**config.mk**
```make
export PLATFORM = sky130hd
export DESIGN_NAME = light_barrier_delayed_trigger_flat
export DESIGN_NICKNAME = d
export VERILOG_FILES = /design/src/hw/rtl/lbdt_pkg.sv /design/src/hw/rtl/lbdt_if.sv /design/src/hw/rtl/lbdt_fsm.sv /design/src/hw/rtl/light_barrier_delayed_trigger.sv /design/src/flat_wrapper.sv
export VERILOG_INCLUDE_DIRS = /design/src /design/src/hw/rtl
export SDC_FILE = /design/constraint.sdc
export NUM_CORES = 1
export LEC_CHECK = 0
export ABC_AREA = 1
export BUFFER_PORTS_ARGS = -buffer_cell sky130_fd_sc_hd__buf_2
export CORE_MARGIN = 3
export CORE_UTILIZATION = 40
export DETAILED_ROUTE_END_ITERATION = 8
export GPL_ROUTABILITY_DRIVEN = 0
export SLEW_MARGIN = 20
export SYNTH_ARGS = -nofsm -noshare
export SYNTH_HDL_FRONTEND = slang
export SYNTH_HIERARCHICAL = 1
export SYNTH_SLANG_ARGS = --single-unit
```
**constraint.sdc**
```tcl
create_clock -name clk -period 3.5 [get_ports clk]
set_clock_uncertainty 0.05 [all_clocks]
set_input_delay 0.175 -clock clk [delete_from_list [all_inputs] [get_ports clk]]
set_output_delay 0.175 -clock clk [all_outputs]
set_load 0.1 [all_outputs]
```
**src/hw/rtl/assert_macros.svh**
```systemverilog
// Assertion macros shared by the light barrier RTL.
// Each macro expects signals named clk and arst_n in the including module.
`ifndef ASSERT_MACROS_SVH
`define ASSERT_MACROS_SVH

// Property that must hold at every clock edge outside reset.
`define LBDT_ASSERT(lbl, prop, msg) \
	lbl: assert property (@(posedge clk) disable iff (!arst_n) (prop)) else $error(msg);

// Condition that must never be true outside reset.
`define LBDT_NEVER(lbl, cond, msg) \
	lbl: assert property (@(posedge clk) disable iff (!arst_n) !(cond)) else $error(msg);

`endif

```
**src/hw/rtl/lbdt_pkg.sv**
```systemverilog
// Types and constants for the light barrier delayed trigger.
// No dependencies; used by the interfaces and every module.
package lbdt_pkg;

	localparam int unsigned SAMPLE_W = 10;
	localparam int unsigned WINDOW_W = 10;
	localparam int unsigned DELAY_W = 14;
	localparam int unsigned PULSE_W = 8;
	localparam int unsigned HOLDOFF_W = 16;
	localparam int unsigned COUNT_W = 16;
	localparam int unsigned CFG_IDX_W = 2;
	localparam int unsigned CFG_DATA_W = 16;

	localparam logic [WINDOW_W-1:0] WINDOW_RST = 10'd50;
	localparam logic [DELAY_W-1:0] DELAY_RST = 14'd150;
	localparam logic [PULSE_W-1:0] PULSE_RST = 8'd8;
	localparam logic [HOLDOFF_W-1:0] HOLDOFF_RST = 16'd2000;

	typedef enum logic [1:0] {
		CMD_TICK = 2'd0,
		CMD_SAMPLE = 2'd1,
		CMD_ARM = 2'd2,
		CMD_NOP = 2'd3
	} cmd_t;

	typedef enum logic [1:0] {
		RC_NONE = 2'd0,
		RC_START = 2'd1,
		RC_PAUSE = 2'd2,
		RC_STOP = 2'd3
	} rc_t;

	typedef enum logic [2:0] {
		MODE_IDLE = 3'd0,
		MODE_CAL = 3'd1,
		MODE_ARMED = 3'd2,
		MODE_DELAY = 3'd3,
		MODE_FIRE = 3'd4
	} mode_t;

	typedef enum logic [CFG_IDX_W-1:0] {
		REG_WINDOW = 2'd0,
		REG_DELAY = 2'd1,
		REG_PULSE = 2'd2,
		REG_HOLDOFF = 2'd3
	} reg_idx_t;

	typedef struct packed {
		logic [WINDOW_W-1:0] window;
		logic [DELAY_W-1:0] trigger_delay_ms;
		logic [PULSE_W-1:0] pulse_ms;
		logic [HOLDOFF_W-1:0] holdoff_ms;
	} cfg_t;

	typedef struct packed {
		logic shutter;
		rc_t remote_cmd;
		mode_t phase;
		logic [SAMPLE_W-1:0] baseline_out;
	} res_t;

endpackage

```
**src/hw/rtl/lbdt_if.sv**
```systemverilog
// Valid/ready channel interfaces for input items and result items.
// Depends on lbdt_pkg for field widths.
interface lbdt_in_if import lbdt_pkg::*; ();
	logic valid;
	logic ready;
	logic [1:0] cmd;
	logic [SAMPLE_W-1:0] sample;

	modport source (output valid, output cmd, output sample, input ready);
	modport sink (input valid, input cmd, input sample, output ready);
endinterface

interface lbdt_out_if import lbdt_pkg::*; ();
	logic valid;
	logic ready;
	logic shutter;
	logic [1:0] remote_cmd;
	logic [2:0] phase;
	logic [SAMPLE_W-1:0] baseline_out;

	modport source (output valid, output shutter, output remote_cmd, output phase,
		output baseline_out, input ready);
	modport sink (input valid, input shutter, input remote_cmd, input phase,
		input baseline_out, output ready);
endinterface

```
**src/hw/rtl/lbdt_fsm.sv**
```systemverilog
// Sequencer state of the light barrier: mode, baseline, countdown and pulse.
// Steps once per item when step_en is high. Depends on lbdt_pkg, assert_macros.svh.
`include "assert_macros.svh"

module lbdt_fsm import lbdt_pkg::*; (
	input logic clk,
	input logic arst_n,
	input logic step_en,
	input cmd_t cmd,
	input logic [SAMPLE_W-1:0] sample,
	input cfg_t cfg,
	output res_t res
);

	mode_t mode_q, mode_d;
	logic [SAMPLE_W-1:0] baseline_q, baseline_d;
	logic [SAMPLE_W-1:0] last_sample_q, last_sample_d;
	logic [COUNT_W-1:0] countdown_q, countdown_d;
	logic in_pulse_q, in_pulse_d;
	rc_t rc;

	// Band limits in signed arithmetic so that baseline minus window cannot wrap.
	logic signed [SAMPLE_W+1:0] v_sx, lo_sx, hi_sx;
	logic hit;
	logic cd_more;
	logic holdoff_zero;
	logic delay_zero;

	assign v_sx = $signed({2'b00, sample});
	assign lo_sx = $signed({2'b00, baseline_q}) - $signed({2'b00, cfg.window});
	assign hi_sx = $signed({2'b00, baseline_q}) + $signed({2'b00, cfg.window});
	assign hit = (v_sx <= lo_sx) || (v_sx >= hi_sx);
	assign cd_more = countdown_q > COUNT_W'(1);
	assign holdoff_zero = cfg.holdoff_ms == '0;
	assign delay_zero = cfg.trigger_delay_ms == '0;

	// Next state.
	always_comb begin
		mode_d = mode_q;
		baseline_d = baseline_q;
		last_sample_d = last_sample_q;
		countdown_d = countdown_q;
		in_pulse_d = in_pulse_q;
		unique case (cmd)
			CMD_ARM: begin
				if (mode_q == MODE_IDLE) begin
					mode_d = MODE_CAL;
				end
			end
			CMD_SAMPLE: begin
				last_sample_d = sample;
				if (mode_q == MODE_CAL) begin
					if (sample == last_sample_q) begin
						baseline_d = sample;
						mode_d = MODE_ARMED;
					end
				end else if (mode_q == MODE_ARMED && hit) begin
					if (delay_zero) begin
						mode_d = MODE_FIRE;
						in_pulse_d = 1'b1;
						countdown_d = COUNT_W'(cfg.pulse_ms);
					end else begin
						mode_d = MODE_DELAY;
						countdown_d = COUNT_W'(cfg.trigger_delay_ms);
					end
				end
			end
			CMD_TICK: begin
				if (mode_q == MODE_DELAY) begin
					if (cd_more) begin
						countdown_d = countdown_q - COUNT_W'(1);
					end else begin
						mode_d = MODE_FIRE;
						in_pulse_d = 1'b1;
						countdown_d = COUNT_W'(cfg.pulse_ms);
					end
				end else if (mode_q == MODE_FIRE) begin
					if (cd_more) begin
						countdown_d = countdown_q - COUNT_W'(1);
					end else if (in_pulse_q) begin
						in_pulse_d = 1'b0;
						countdown_d = cfg.holdoff_ms;
						if (holdoff_zero) begin
							mode_d = MODE_IDLE;
						end
					end else begin
						countdown_d = '0;
						mode_d = MODE_IDLE;
					end
				end
			end
			default: begin
			end
		endcase
	end

	// Remote command sent by this item.
	always_comb begin
		rc = RC_NONE;
		unique case (cmd)
			CMD_ARM: begin
				if (mode_q == MODE_IDLE) begin
					rc = RC_START;
				end
			end
			CMD_SAMPLE: begin
				if (mode_q == MODE_ARMED && hit) begin
					rc = RC_PAUSE;
				end
			end
			CMD_TICK: begin
				if (mode_q == MODE_FIRE && !cd_more && (!in_pulse_q || holdoff_zero)) begin
					rc = RC_STOP;
				end
			end
			default: begin
			end
		endcase
	end

	always_comb begin
		res.shutter = in_pulse_d;
		res.remote_cmd = rc;
		res.phase = mode_d;
		res.baseline_out = baseline_d;
	end

	always_ff @(posedge clk or negedge arst_n) begin
		if (!arst_n) begin
			mode_q <= MODE_IDLE;
			baseline_q <= '0;
			last_sample_q <= '0;
			countdown_q <= '0;
			in_pulse_q <= 1'b0;
		end else if (step_en) begin
			mode_q <= mode_d;
			baseline_q <= baseline_d;
			last_sample_q <= last_sample_d;
			countdown_q <= countdown_d;
			in_pulse_q <= in_pulse_d;
		end
	end

	`LBDT_ASSERT(a_pulse_in_fire, in_pulse_q |-> (mode_q == MODE_FIRE), "pulse outside fire phase")
	`LBDT_NEVER(a_delay_cd_zero, (mode_q == MODE_DELAY) && (countdown_q == '0), "delay with empty countdown")
	`LBDT_ASSERT(a_arm_busy, (step_en && cmd == CMD_ARM && mode_q != MODE_IDLE) |=> $stable(mode_q), "arm request changed a busy block")

endmodule

```
**src/hw/rtl/light_barrier_delayed_trigger.sv**
```systemverilog
// Light barrier with delayed camera trigger.
// Channels: in_ch carries items (cmd: tick, sample, arm request or no-op,
// plus a light sample); out_ch returns one result item per input item with the
// shutter level, the remote command sent, the phase and the baseline.
// Configuration: cfg_we writes cfg_data into register cfg_idx (window,
// trigger delay, pulse length, holdoff) at the clock edge; write only while
// no item is in flight.
// Timing: an accepted item waits in the input register; as it leaves, the
// sequencer steps and the result register loads, and out_ch.valid rises.
// Throughput: one item per cycle while out_ch is ready; the sequencer state
// updates as the item leaves the input register.
// Stall: when the result register is full and out_ch is not ready, it holds;
// an empty input register still takes one more item, and in_ch.ready stays
// low while the input register is full.
// Reset: arst_n clears both registers' valid flags, returns the sequencer
// to idle with baseline and countdown zero and reloads the register defaults.
// Depends on lbdt_pkg, lbdt_if and lbdt_fsm.
module light_barrier_delayed_trigger import lbdt_pkg::*; (
	input logic clk,
	input logic arst_n,
	input logic cfg_we,
	input logic [CFG_IDX_W-1:0] cfg_idx,
	input logic [CFG_DATA_W-1:0] cfg_data,
	lbdt_in_if.sink in_ch,
	lbdt_out_if.source out_ch
);

	cfg_t cfg_q;
	logic valid_s1;
	cmd_t cmd_s1;
	logic [SAMPLE_W-1:0] sample_s1;
	logic valid_s2;
	res_t res_s2;
	res_t res;
	logic adv;

	always_ff @(posedge clk or negedge arst_n) begin
		if (!arst_n) begin
			cfg_q.window <= WINDOW_RST;
			cfg_q.trigger_delay_ms <= DELAY_RST;
			cfg_q.pulse_ms <= PULSE_RST;
			cfg_q.holdoff_ms <= HOLDOFF_RST;
		end else if (cfg_we) begin
			unique case (reg_idx_t'(cfg_idx))
				REG_WINDOW: cfg_q.window <= cfg_data[WINDOW_W-1:0];
				REG_DELAY: cfg_q.trigger_delay_ms <= cfg_data[DELAY_W-1:0];
				REG_PULSE: cfg_q.pulse_ms <= cfg_data[PULSE_W-1:0];
				REG_HOLDOFF: cfg_q.holdoff_ms <= cfg_data[HOLDOFF_W-1:0];
				default: begin
				end
			endcase
		end
	end

	assign adv = valid_s1 && (!valid_s2 || out_ch.ready);
	assign in_ch.ready = !valid_s1 || adv;

	always_ff @(posedge clk or negedge arst_n) begin
		if (!arst_n) begin
			valid_s1 <= 1'b0;
			valid_s2 <= 1'b0;
		end else begin
			if (in_ch.ready) begin
				valid_s1 <= in_ch.valid;
			end
			if (adv) begin
				valid_s2 <= 1'b1;
			end else if (out_ch.ready) begin
				valid_s2 <= 1'b0;
			end
		end
	end

	always_ff @(posedge clk) begin
		if (in_ch.valid && in_ch.ready) begin
			cmd_s1 <= cmd_t'(in_ch.cmd);
			sample_s1 <= in_ch.sample;
		end
		if (adv) begin
			res_s2 <= res;
		end
	end

	lbdt_fsm u_fsm (
		.clk (clk),
		.arst_n (arst_n),
		.step_en (adv),
		.cmd (cmd_s1),
		.sample (sample_s1),
		.cfg (cfg_q),
		.res (res)
	);

	assign out_ch.valid = valid_s2;
	assign out_ch.shutter = res_s2.shutter;
	assign out_ch.remote_cmd = res_s2.remote_cmd;
	assign out_ch.phase = res_s2.phase;
	assign out_ch.baseline_out = res_s2.baseline_out;

endmodule

```
**src/flat_wrapper.sv**
```systemverilog
// flat-port wrapper written by rule: the top's interface ports become plain ports
module light_barrier_delayed_trigger_flat import lbdt_pkg::*;
  (clk, arst_n, cfg_we, cfg_idx, cfg_data, in_ch_valid, in_ch_cmd, in_ch_sample, in_ch_ready, out_ch_valid, out_ch_shutter, out_ch_remote_cmd, out_ch_phase, out_ch_baseline_out, out_ch_ready);
  lbdt_in_if in_ch_i ();
  lbdt_out_if out_ch_i ();
  input logic clk;
  input logic arst_n;
  input logic cfg_we;
  input logic [CFG_IDX_W-1:0] cfg_idx;
  input logic [CFG_DATA_W-1:0] cfg_data;
  input wire logic [$bits(in_ch_i.valid)-1:0] in_ch_valid;
  input wire logic [$bits(in_ch_i.cmd)-1:0] in_ch_cmd;
  input wire logic [$bits(in_ch_i.sample)-1:0] in_ch_sample;
  output wire logic [$bits(in_ch_i.ready)-1:0] in_ch_ready;
  output wire logic [$bits(out_ch_i.valid)-1:0] out_ch_valid;
  output wire logic [$bits(out_ch_i.shutter)-1:0] out_ch_shutter;
  output wire logic [$bits(out_ch_i.remote_cmd)-1:0] out_ch_remote_cmd;
  output wire logic [$bits(out_ch_i.phase)-1:0] out_ch_phase;
  output wire logic [$bits(out_ch_i.baseline_out)-1:0] out_ch_baseline_out;
  input wire logic [$bits(out_ch_i.ready)-1:0] out_ch_ready;
  assign in_ch_i.valid = in_ch_valid;
  assign in_ch_i.cmd = in_ch_cmd;
  assign in_ch_i.sample = in_ch_sample;
  assign in_ch_ready = in_ch_i.ready;
  assign out_ch_valid = out_ch_i.valid;
  assign out_ch_shutter = out_ch_i.shutter;
  assign out_ch_remote_cmd = out_ch_i.remote_cmd;
  assign out_ch_phase = out_ch_i.phase;
  assign out_ch_baseline_out = out_ch_i.baseline_out;
  assign out_ch_i.ready = out_ch_ready;
  light_barrier_delayed_trigger u_core (.clk(clk), .arst_n(arst_n), .cfg_we(cfg_we), .cfg_idx(cfg_idx), .cfg_data(cfg_data), .in_ch(in_ch_i), .out_ch(out_ch_i));
endmodule
```
# Yosys cells after proc, flatten, opt, wreduce, memory -nomap -nowiden
# Cells that the tools add are included.
totals:
  reg_bits: 118
  output_inout_bits: 18
  wordCells: 100
  inputBits: 35
op_classes:
  magnitude_cmp: 3
  mux: 38
  n_addsub: 3
  n_eq_ne: 13
  n_reduce_logical: 26
ops:
  columns: ["op", "count"]
  rows:
  - ["$mux W16", 7]
  - ["$mux W3", 11]
  - ["$pmux W16 S2", 1]
  - ["$mux W10", 3]
  - ["$gt A16 B1 Y1 const B", 1]
  - ["$logic_not A16 Y1", 1]
  - ["$sub A16 B1 Y16 const B", 1]
  - ["$logic_not A14 Y1", 1]
  - ["$mux W14", 1]
  - ["$le A11 B12 Y1", 1]
  - ["$add A10 B10 Y11", 1]
  - ["$ge A10 B11 Y1", 1]
  - ["$sub A10 B10 Y11", 1]
  - ["$eq A10 B10 Y1", 1]
  - ["$mux W1", 10]
  - ["$reduce_and A2 Y1", 5]
  - ["$pmux W3 S3", 1]
  - ["$eq A2 B2 Y1 const B", 3]
  - ["$eq A3 B2 Y1 const B", 2]
  - ["$pmux W2 S3", 1]
  - ["$logic_and A1 B1 Y1", 5]
  - ["$reduce_and A5 Y1", 1]
  - ["$eq A2 B1 Y1 const B", 2]
  - ["$logic_not A1 Y1", 4]
  - ["10 further kinds", 17]

# Logic depth before layout (Yosys ltp)
# Gate-level depths: netlist (run 1).
depth:
  depth_word: 7
  depth_mapped: 27
  mapped_depth_nobuf: 26

# By module
# Netlist (run 1), hierarchy kept.
by_module_without_submodules:
  columns: ["module", "area_each_um2", "seq_area_each_um2", "n_inst", "cells_per_inst"]
  rows:
  - ["lbdt_fsm", 4314.1, 1001.0, 1, 645]
  - ["light_barrier_delayed_trigger", 3000.4, 2109.5, 1, 255]

# Worst setup path before layout (run 1)
# Ideal clock, no wire load.
synth_path:
  path_kind: "register to register"
  from: "register u_core/cfg_q[39] (netlist name)"
  to: "register u_core.u_fsm.countdown_q[14]"
  t_required_ns: 3.324
  path_buffers: 1
  synth_period_minus_slack_ns: 3.391
  stages_incl_launch_ff: 25
  setup_ns: 0.126
  setup_slack_ns: 0.109
  arrival_time_ns: 3.215
  path_cell_list: "dfstp_2 > inv_1 > ha_1 > nand2_1 > o21ai_0 > nand2_1 > nand2_1 > a21oi_1 > o21ai_0 > nand2_1 > nand2_1 > nand2_1 > nand2_1 > xor2_1 > ha_1 > and3_1 > nand2_1 > nand2_1 > nand2_1 > nand2_1 > nand2_2 > nand2_2 > a21oi_4 > buf_6 > o21ai_0"
synth_via:
  elab_chain_cells: 6
  elab_cells_between_ends: 8
  classes_between: "add/sub: 2; order compare: 2; eq/ne: 1; reduce/logical: 3"
synth_lines:
  columns: ["element", "line_no", "rtl"]
  rows:
  - ["start, declared", "light_barrier_delayed_trigger.sv:28", "cfg_t cfg_q;"]
  - ["$sub A10 B10 Y11 / $add A10 B10 Y11 (equally long branches)", "lbdt_fsm.sv:30, lbdt_fsm.sv:31", null]
  - ["$le A11 B12 Y1 / $ge A10 B11 Y1 (equally long branches)", "lbdt_fsm.sv:32", "assign hit = (v_sx <= lo_sx) || (v_sx >= hi_sx);"]
  - ["$logic_or A1 B1 Y1 (*)", "lbdt_fsm.sv:32", null]
  - ["$logic_and A1 B1 Y1 (*)", "lbdt_fsm.sv:57", "end else if (mode_q == MODE_ARMED && hit) begin"]
  - ["$ne A2 B2 Y1 (no source line) (*)", null, null]
  - ["$reduce_and A5 Y1 (no source line) (*)", null, null]
  - ["end signal, assigned", "lbdt_fsm.sv:139", "countdown_q <= countdown_d;"]
  - ["end, declared", "lbdt_fsm.sv:18", "logic [COUNT_W-1:0] countdown_q, countdown_d;"]
# Mark *: on every way between the ends. The rest lies on a longest branch, timed or not.
# A chain may end at the register's enable or synchronous reset.

# Worst setup path after layout (run 1)
layout_path:
  from: "register u_core/cfg_q[39] (netlist name)"
  to: "register u_core.u_fsm.countdown_q[8]"
# Same word-level chain as after synthesis.

==> results of run 1 <==
## critical path: stages (launching register included)
cell	delay, ns
dfstp_2	0.53
inv_2	0.05
ha_4	0.27
nand2_2	0.05
o21ai_2	0.15
nand2_1	0.08
nand2_2	0.09
a21oi_4	0.07
o21ai_2	0.16
nand2_1	0.06
nand2_1	0.07
nand2_1	0.05
nand2_1	0.07
xor2_1	0.18
ha_1	0.27
and3_4	0.16
nand2_1	0.05
nand2_1	0.05
nand2_1	0.09
nand2_2	0.07
nand2_4	0.09
nand2_4	0.07
a21oi_4	0.32
clkbuf_16	0.22
nand2_2	0.04
o21ai_1	0.06
## registers in the layout, indices dropped and copies added, names as in the netlist, 3 cells and up
name and flops:
u_core/u_fsm/countdown_q 16, u_core/sample_s1 10, u_core/cfg_q 48, u_core/out_ch.baseline_out 10, u_core/u_fsm/last_sample_q 10, u_core/u_fsm/mode_q 3, u_core/out_ch.phase 3, u_core/u_fsm/baseline_q 10
## layout make-up
class / instances / share of cell area
tap: 225 / 0.0315
clock inverter: 13 / 0.0161
inverter: 88 / 0.0376
clock buffer: 19 / 0.0508
sequential: 118 / 0.348
timing repair buffer: 109 / 0.0895
multi-input combinational: 657 / 0.427
## cell families after synthesis
family / count (synthesis)
compound gates: 133
xor+xnor: 30
fa+ha+maj: 44
buf+inv: 125
flops: 118
simple gates: 450
## synthesized netlist by cell type (all sizes together)
master	number	area, µm²
o21ai	76	433
o311ai	1	8.76
o31ai	3	22.5
nor3	5	35.0
edfxtp	28	841
nand3b	2	15.0
nor4	8	71.3
buf	29	213
ha	42	526
clkinv	2	8.75
or2	1	6.26
a32o	1	10.0
nand4	49	307
a21o	2	15.0
xor2	29	254
fa	2	40.0
a21oi	34	185
a31o	1	8.76
dfstp	14	368
a21boi	1	7.51
o21a	1	7.51
and3	2	12.5
inv	86	325
clkbuf	8	30.0
xnor2	1	8.76
o22ai	3	18.8
o211ai	4	30.0
a31oi	6	37.5
dfrtp	76	1900
nand3	46	270
nor2	44	190
nand2	293	1110
## report_power, final
| part | total [mW] | switching (mW) | leakage (nW) | internal [mW] |
|---|---|---|---|---|
| Sequential | 1.89 | 0.214 | 1.39 | 1.67 |
| Combinational | 1.47 | 0.966 | 2.72 | 0.507 |
| Clock | 1.78 | 0.683 | 0.286 | 1.10 |
## what timing repair did
item,4_1_cts,5_1_grt
hold endpoints to repair,77,0
hold buffers,31,0
endpoints found under the setup margin,17,25
pin swaps,0,28
resized for setup,3,60
buffers inserted,0,4
gates cloned,0,2
## layer usage
layer | routed length, µm | GRT usage | up-vias
li1 | - | - | 3195
met1 | 9640 | 0.298 | 3023
met2 | 8270 | 0.275 | 175
met3 | 1100 | 0.0393 | 18
met4 | 229 | 0.0546 | 0
met5 | 0 | 0 | -
## how the worst max path moves through the flow
stage | slack, ns | from | end
after floorplan | 0.11 | u_core/cfg_q[39]$_DFFE_PN1P_ | u_core/u_fsm/countdown_q[14]$_DFFE_PN0P_
after global placement | 0.06 | u_core/cfg_q[39]$_DFFE_PN1P_ | u_core/u_fsm/countdown_q[14]$_DFFE_PN0P_
after detailed placement | -0.05 | u_core/cfg_q[40]$_DFFE_PN0P_ | u_core/u_fsm/countdown_q[14]$_DFFE_PN0P_
after CTS | 0.01 | u_core/cfg_q[40]$_DFFE_PN0P_ | u_core/out_ch.phase[2]$_DFFE_PP_
after global routing | -0.16 | u_core/cfg_q[40]$_DFFE_PN0P_ | u_core/u_fsm/countdown_q[14]$_DFFE_PN0P_
final | 0.03 | u_core/cfg_q[39]$_DFFE_PN1P_ | u_core/u_fsm/countdown_q[8]$_DFFE_PN0P_
## placed cells by master, fill, tap and decap left out, drive strengths merged, types with 4 or more instances in the layout
cell | Yosys | layout
clkbuf | 8 | 20
a21oi | 34 | 34
clkinv | 2 | 6
dlygate4sd3 | 0 | 31
xor2 | 29 | 29
ha | 42 | 42
inv | 86 | 90
nor3 | 5 | 5
nor4 | 8 | 8
nand2 | 293 | 293
o21ai | 76 | 76
nor2 | 44 | 44
o211ai | 4 | 4
buf | 29 | 77
nand3 | 46 | 46
edfxtp | 28 | 28
a31oi | 6 | 6
nand4 | 49 | 49
dfstp | 14 | 14
dfrtp | 76 | 76
==> qor.csv, run 1 <==
metric,value,unit
Crit. End Element,flip-flop,
number of global-route vias before repair,5834,
I/O pin cnt,53,
pin count of the biggest net entering global routing,53,
Netlist cell types,50,
Yosys warnings,6,
Worst VDD drop,338,µV
Sinks on Clock Net,118,
Synth Area in Simple Gates,0.275,
clock root buffer,clkbuf_16,
Rel. slew slack,0.369,
RSZ-0062 raised after global routing,true,
Final Instance Count excl. Fillers,1229,
CTS tree,built,
status,"complete, no violations",
layout cell share with drive strength beyond 1,0.208,
placed cells,1160,
Post-Layout Inst Area,8950,µm²
max-slew violations,0,
vias,6411,
Cell Pwr Density,574,nW/µm²
starting density of the core,0.416,
vias per cell,5.22,
Final Power,5.14,mW
# setup viols final,0,
Layout area overhead,22.3,%
final worst setup slack,0.0318,ns
Routed WL,19200,µm
Synth Area in Adders,0.0773,
Worst-Margin Slew,0.947,ns
combinational family with the most area after synthesis,simple AND/OR/NAND/NOR gates,
pre-CTS setup slack,-0.0481,ns
"Core Util, Final",0.509,
fin crit period,3.47,ns
crit-path max FO,7,
DRT antenna net count,0,
CP arrival,3.77,ns
Core ar.,17600,µm²
H-tree levels,4,
Synth Area in Compound Gates,0.107,
1st-iter DRT viols,392,
Mapped Cells,900,
register area share after synthesis,0.425,
Register-to-Register Setup Slack,0.03,ns
Fill cells,1681,
Die Y,141,µm
Synth Area per Inst,8.13,µm²
mux cell area share after synthesis,0,
Static Leak,4.40,nW
"Clk Latency, worst-skew pair",0.43,ns
row cnt,48,
clock-pin slew of the registers on the worst-case setup and hold paths,0.06,ns
synthesized flop and latch total,118,
Num CTS Buffers,17,
Worst R2R Path Depth,25,
max-cap violations,0,
syn nets,979,
Max Clock Freq,288,MHz
initial antenna violation count,0,
hold crit path type,in -> async,
Setup CP Type,reg -> reg,
Diodes inserted,0,
HPWL after detailed placement,13400,µm
clock buffer depth,2,
grt ovf,0,
Setup TNS,0,ns
Storage cell area,3110,µm²
DP Area,7780,µm²
DIE AREA,19900,µm²
multi-input logic area,3820,µm²
first-pass GRT wire length,30700,µm
Critical Path Start Type,flip-flop,
Port Buffers,52,
Worst Path Required,3.80,ns
hold_ws,0.185,ns
reg2reg start,u_core/cfg_q[39]$_DFFE_PN1P_,
Fin. Hold Viols,0,
xor/xnor share of the synthesized area,0.0359,
WL per Instance,15.7,µm
DRC,0,
Pre-antenna DRT Iters,5,
total track usage,0.194,
period utilization,0.991,
NumNets Final,1070,
Die Wd,141,µm
synthesized area,7310,µm²
FF-to-FF End,u_core/u_fsm/countdown_q[8]$_DFFE_PN0P_,
(Power assumes the default switching activity.)
==> inputs of run 2 (changes only) <==
Settings changed: ABC_AREA 1 to default.
==> run 2 against run 1 <==
  * The flow now finishes with violations (setup timing)
  * Fmax down 11%
  * Largest cell class unchanged
  * Global-route usage increased by 0.78 points
  * Register-to-register slack got worse by 0.43 ns
  * Worst hold slack worse by 0.17 ns
  * Critical path depth down 7
  * Wire length grew 1.5%
  * Area after synthesis shrank 1.7%
==> qor.csv, run 2 <==
metric,value,unit,change
period utilization,1.11,,+0.121
pre-CTS setup slack,-0.494,ns,-0.446 ns
initial antenna violation count,0,,unchanged
clock root buffer,clkbuf_16,,
Power Internal,3.23,mW,-1.2%
"Clk Latency, worst-skew pair",0.42,ns,about the same
Critical Path Start Type,flip-flop,,
Netlist cell types,75,,+50%
hold_sp,cfg_data[4],,
Setup CP Type,reg -> reg,,
Worst Path Required,3.76,ns,-0.04 ns
layout cell share with drive strength beyond 1,0.388,,+0.180
max-slew violations,0,,unchanged
fraction of power spent switching nets,0.303,,-0.0600
final worst setup slack,-0.393,ns,-0.425 ns
Worst VDD drop,368,µV,+8.9%
CTS tree,built,,
status,"finished, violations left",,
synth cell count leaders,"dfrtp_1, mux2_2, a21oi_1",,
I/O pin cnt,53,,unchanged
# setup viols final,25,,+25
Routed WL,19500,µm,+1.5%
Fill cells,1489,,-11%
Regs by FF count,"u_core/cfg_q (48), u_core/u_fsm/countdown_q (16)",,
switching power total,1.40,mW,-25%
Post-synth ARST share,0.763,,unchanged
"slowest stage delay, CP",0.42,ns,-0.11 ns
number of global-route vias before repair,5990,,+2.7%
combinational share of power,0.240,,-0.047
Pre-antenna DRT Iters,4,,-1
clock-pin slew of the registers on the worst-case setup and hold paths,0.06,ns,about the same
"Top FF cell, synth",dfrtp_1,,
Rel. slew slack,0.497,,+0.128
register area share after synthesis,0.432,,+0.00717
pin count of the biggest net entering global routing,45,,-15%
multi-input logic area,4090,µm²,+7.1%
Hold Path Sink,u_core/cfg_q[42]$_DFFE_PN1P_,,
Mapped Cells,658,,-27%
FF-to-FF End,u_core/u_fsm/countdown_q[12]$_DFFE_PN0P_,,
clock network power share,0.380,,+0.034
Core ar.,17500,µm²,-0.68%
Worst R2R Path Depth,18,,-28%
Storage cell area,3110,µm²,unchanged
Crit. End Element,flip-flop,,
hold crit path type,in -> reg,,
most common cell in the netlist,dfrtp_1,,
CP arrival,4.15,ns,+0.38 ns
Cell Pwr Density,499,nW/µm²,-13%
most frequent cells in the layout,"dfrtp_1, buf_4, mux2_2",,
grt ovf,0,,unchanged
row cnt,48,,unchanged
Register-to-Register Setup Slack,-0.39,ns,-0.43 ns
Max Clock Freq,257,MHz,-11%
Final Power,4.64,mW,-9.7%
DRC,0,,unchanged
H-tree levels,4,,unchanged
Static Leak,4.03,nW,-8.4%
syn nets,737,,-25%
"slowest stage cell, crit path",dfrtp_1,,
Sinks on Clock Net,118,,unchanged
crit-path max FO,5,,-2
WL per Instance,18.9,µm,+21%
first-pass GRT wire length,31300,µm,+1.9%
max reg flops,48,,unchanged
Num CTS Buffers,17,,unchanged
DRT antenna net count,0,,unchanged
Synth top area share,0.264,,+0.00439
HPWL after detailed placement,13900,µm,+4.2%
Die Wd,140,µm,-0.80%
failing checks,setup timing,,
max-cap violations,0,,unchanged
reg2reg start,u_core/cfg_q[38]$_DFFE_PN0P_,,
NumNets Final,875,,-18%
main area contributors after synthesis,"dfrtp_1, edfxtp_1, mux2_2",,
count of flip-flops with a built-in enable after synthesis,28,,unchanged
Hold Path Stages,2,,
vias per cell,5.57,,+6.7%
vias,5757,,-10%
DIE AREA,19600,µm²,-1.6%
synthesized area,7190,µm²,-1.7%
RSZ-0062 raised after global routing,true,,
top cell type by total area after synthesis,dfrtp_1,,
1st-iter DRT viols,343,,-13%
Flop pwr share,0.380,,+0.013
Yosys warnings,6,,unchanged
total track usage,0.202,,+0.00784
Biggest register,u_core/cfg_q,,
Diodes inserted,0,,unchanged
starting density of the core,0.412,,-0.00409
clock buffer depth,2,,unchanged
"commonest non-fill, non-tap cell in the layout",dfrtp_1,,
Die Y,140,µm,-0.80%
"Critical Path, Cell by Cell","ha_4, fa_2, nand2b_4, a21oi_4, o21ai_2, nand2_1, a21o_1, a21oi_2, xnor2_1, ha_1, a21o_1, a21oi_2, o211ai_1, o31ai_2, a32oi_2, a21oi_4, clkbuf_16, mux2_4",,
Port Buffers,52,,unchanged
Synth Area per Inst,10.9,µm²,+35%
Worst-Margin Slew,0.754,ns,-0.193 ns
Layout area overhead,29.2,%,
synthesized flop and latch total,118,,unchanged
fin crit period,3.89,ns,+0.425 ns
Fin. Hold Viols,0,,unchanged
-- run 2: cell count changes after synthesis, moves of 19 or more --
cell	previous run	this run
inv_1	76	28
nand2_1	290	33
nand4_1	49	4
mux2_2	0	62
o21ai_0	60	19
mux2_4	0	19
-- run 2: area by class of cell --
| class | instances | share of cell area |
|---|---|---|
| clock inverter | 9 | 0.00943 |
| timing repair buffer | 149 | 0.118 |
| inverter | 28 | 0.0113 |
| clock buffer | 23 | 0.0562 |
| sequential | 118 | 0.335 |
| multi-input combinational | 482 | 0.440 |
| tap | 225 | 0.0303 |
-- run 2: what timing repair did --
item / 4_1_cts / 5_1_grt
gates cloned: 0 / 1
pin swaps: 21 / 10
endpoints found under the setup margin: 25 / 25
resized for setup: 21 / 15
buffers inserted: 5 / 10
hold endpoints to repair: 68 / 0
hold buffers: 24 / 0
-- run 2: critical path: cells and delay by family, from the launching register on --
kind,cells,cell delay [ns]
compound gates,10,1.55
xor+xnor,1,0.13
fa+ha+maj,3,0.89
buf+inv,1,0.19
flops,1,0.42
mux,1,0.29
simple gates,2,0.24
-- run 2: kinds of logic (layout without fill, tap and decap cells) --
logic type      Yosys count  count (layout)  synth area share
buf+inv                  58             209            0.0400
flops                   118             118             0.432
mux                      86              86             0.144
xor+xnor                 28              28            0.0341
fa+ha+maj                44              44            0.0786
simple gates            189             189             0.147
compound gates          135             135             0.124
-- run 2: how the worst max path moves through the flow --
stage	from	to	slack (ns)	cells past startpoint
after floorplan	u_core/cfg_q[38]$_DFFE_PN0P_	u_core/u_fsm/countdown_q[12]$_DFFE_PN0P_	-0.14	18
after global placement	u_core/u_fsm/baseline_q[0]$_DFFE_PN0P_	u_core/out_ch.remote_cmd[1]$_DFFE_PP_	-0.34	19
after detailed placement	u_core/u_fsm/baseline_q[1]$_DFFE_PN0P_	u_core/out_ch.remote_cmd[1]$_DFFE_PP_	-0.49	18
after CTS	u_core/cfg_q[39]$_DFFE_PN1P_	u_core/out_ch.phase[0]$_DFFE_PP_	-0.34	17
after global routing	u_core/cfg_q[38]$_DFFE_PN0P_	u_core/out_ch.remote_cmd[1]$_DFFE_PP_	-0.54	18
final	u_core/cfg_q[38]$_DFFE_PN0P_	u_core/u_fsm/countdown_q[12]$_DFFE_PN0P_	-0.39	18
-- run 2: layer usage --
layer	vias up	wire length (µm)	GRT usage
li1	2699	-	-
met1	2868	8980	0.268
met2	161	9090	0.321
met3	29	976	0.0434
met4	0	479	0.0821
met5	-	0	0
-- run 2: power by group through the flow --
stage	Sequential [mW]	Combinational [mW]	Clock, mW
2_1_floorplan	1.82	0.647	0
3_3_place_gp	1.77	0.984	0
3_5_place_dp	1.78	1.01	0
4_1_cts	1.76	1.07	1.80
5_1_grt	1.78	1.21	1.86
6_report	1.76	1.11	1.76
-- run 2: per-stage QoR --
| step | util | hold slack (ns) | cells | TNS (ns) | cell area, µm² |
|---|---|---|---|---|---|
| CTS | 0.521 | 0.00659 | 1023 | -6.48 | 9110 |
| floorplan | - | -0.171 | 658 | -0.603 | 7320 |
| global route | 0.532 | 0.0203 | 1034 | -11.76 | 9290 |
| finish | 0.532 | 0.0188 | 1034 | -7.89 | 9290 |
| global placement | 0.464 | 0.159 | 962 | -5.93 | 8110 |
| detailed placement | 0.464 | 0.166 | 962 | -9.60 | 8110 |
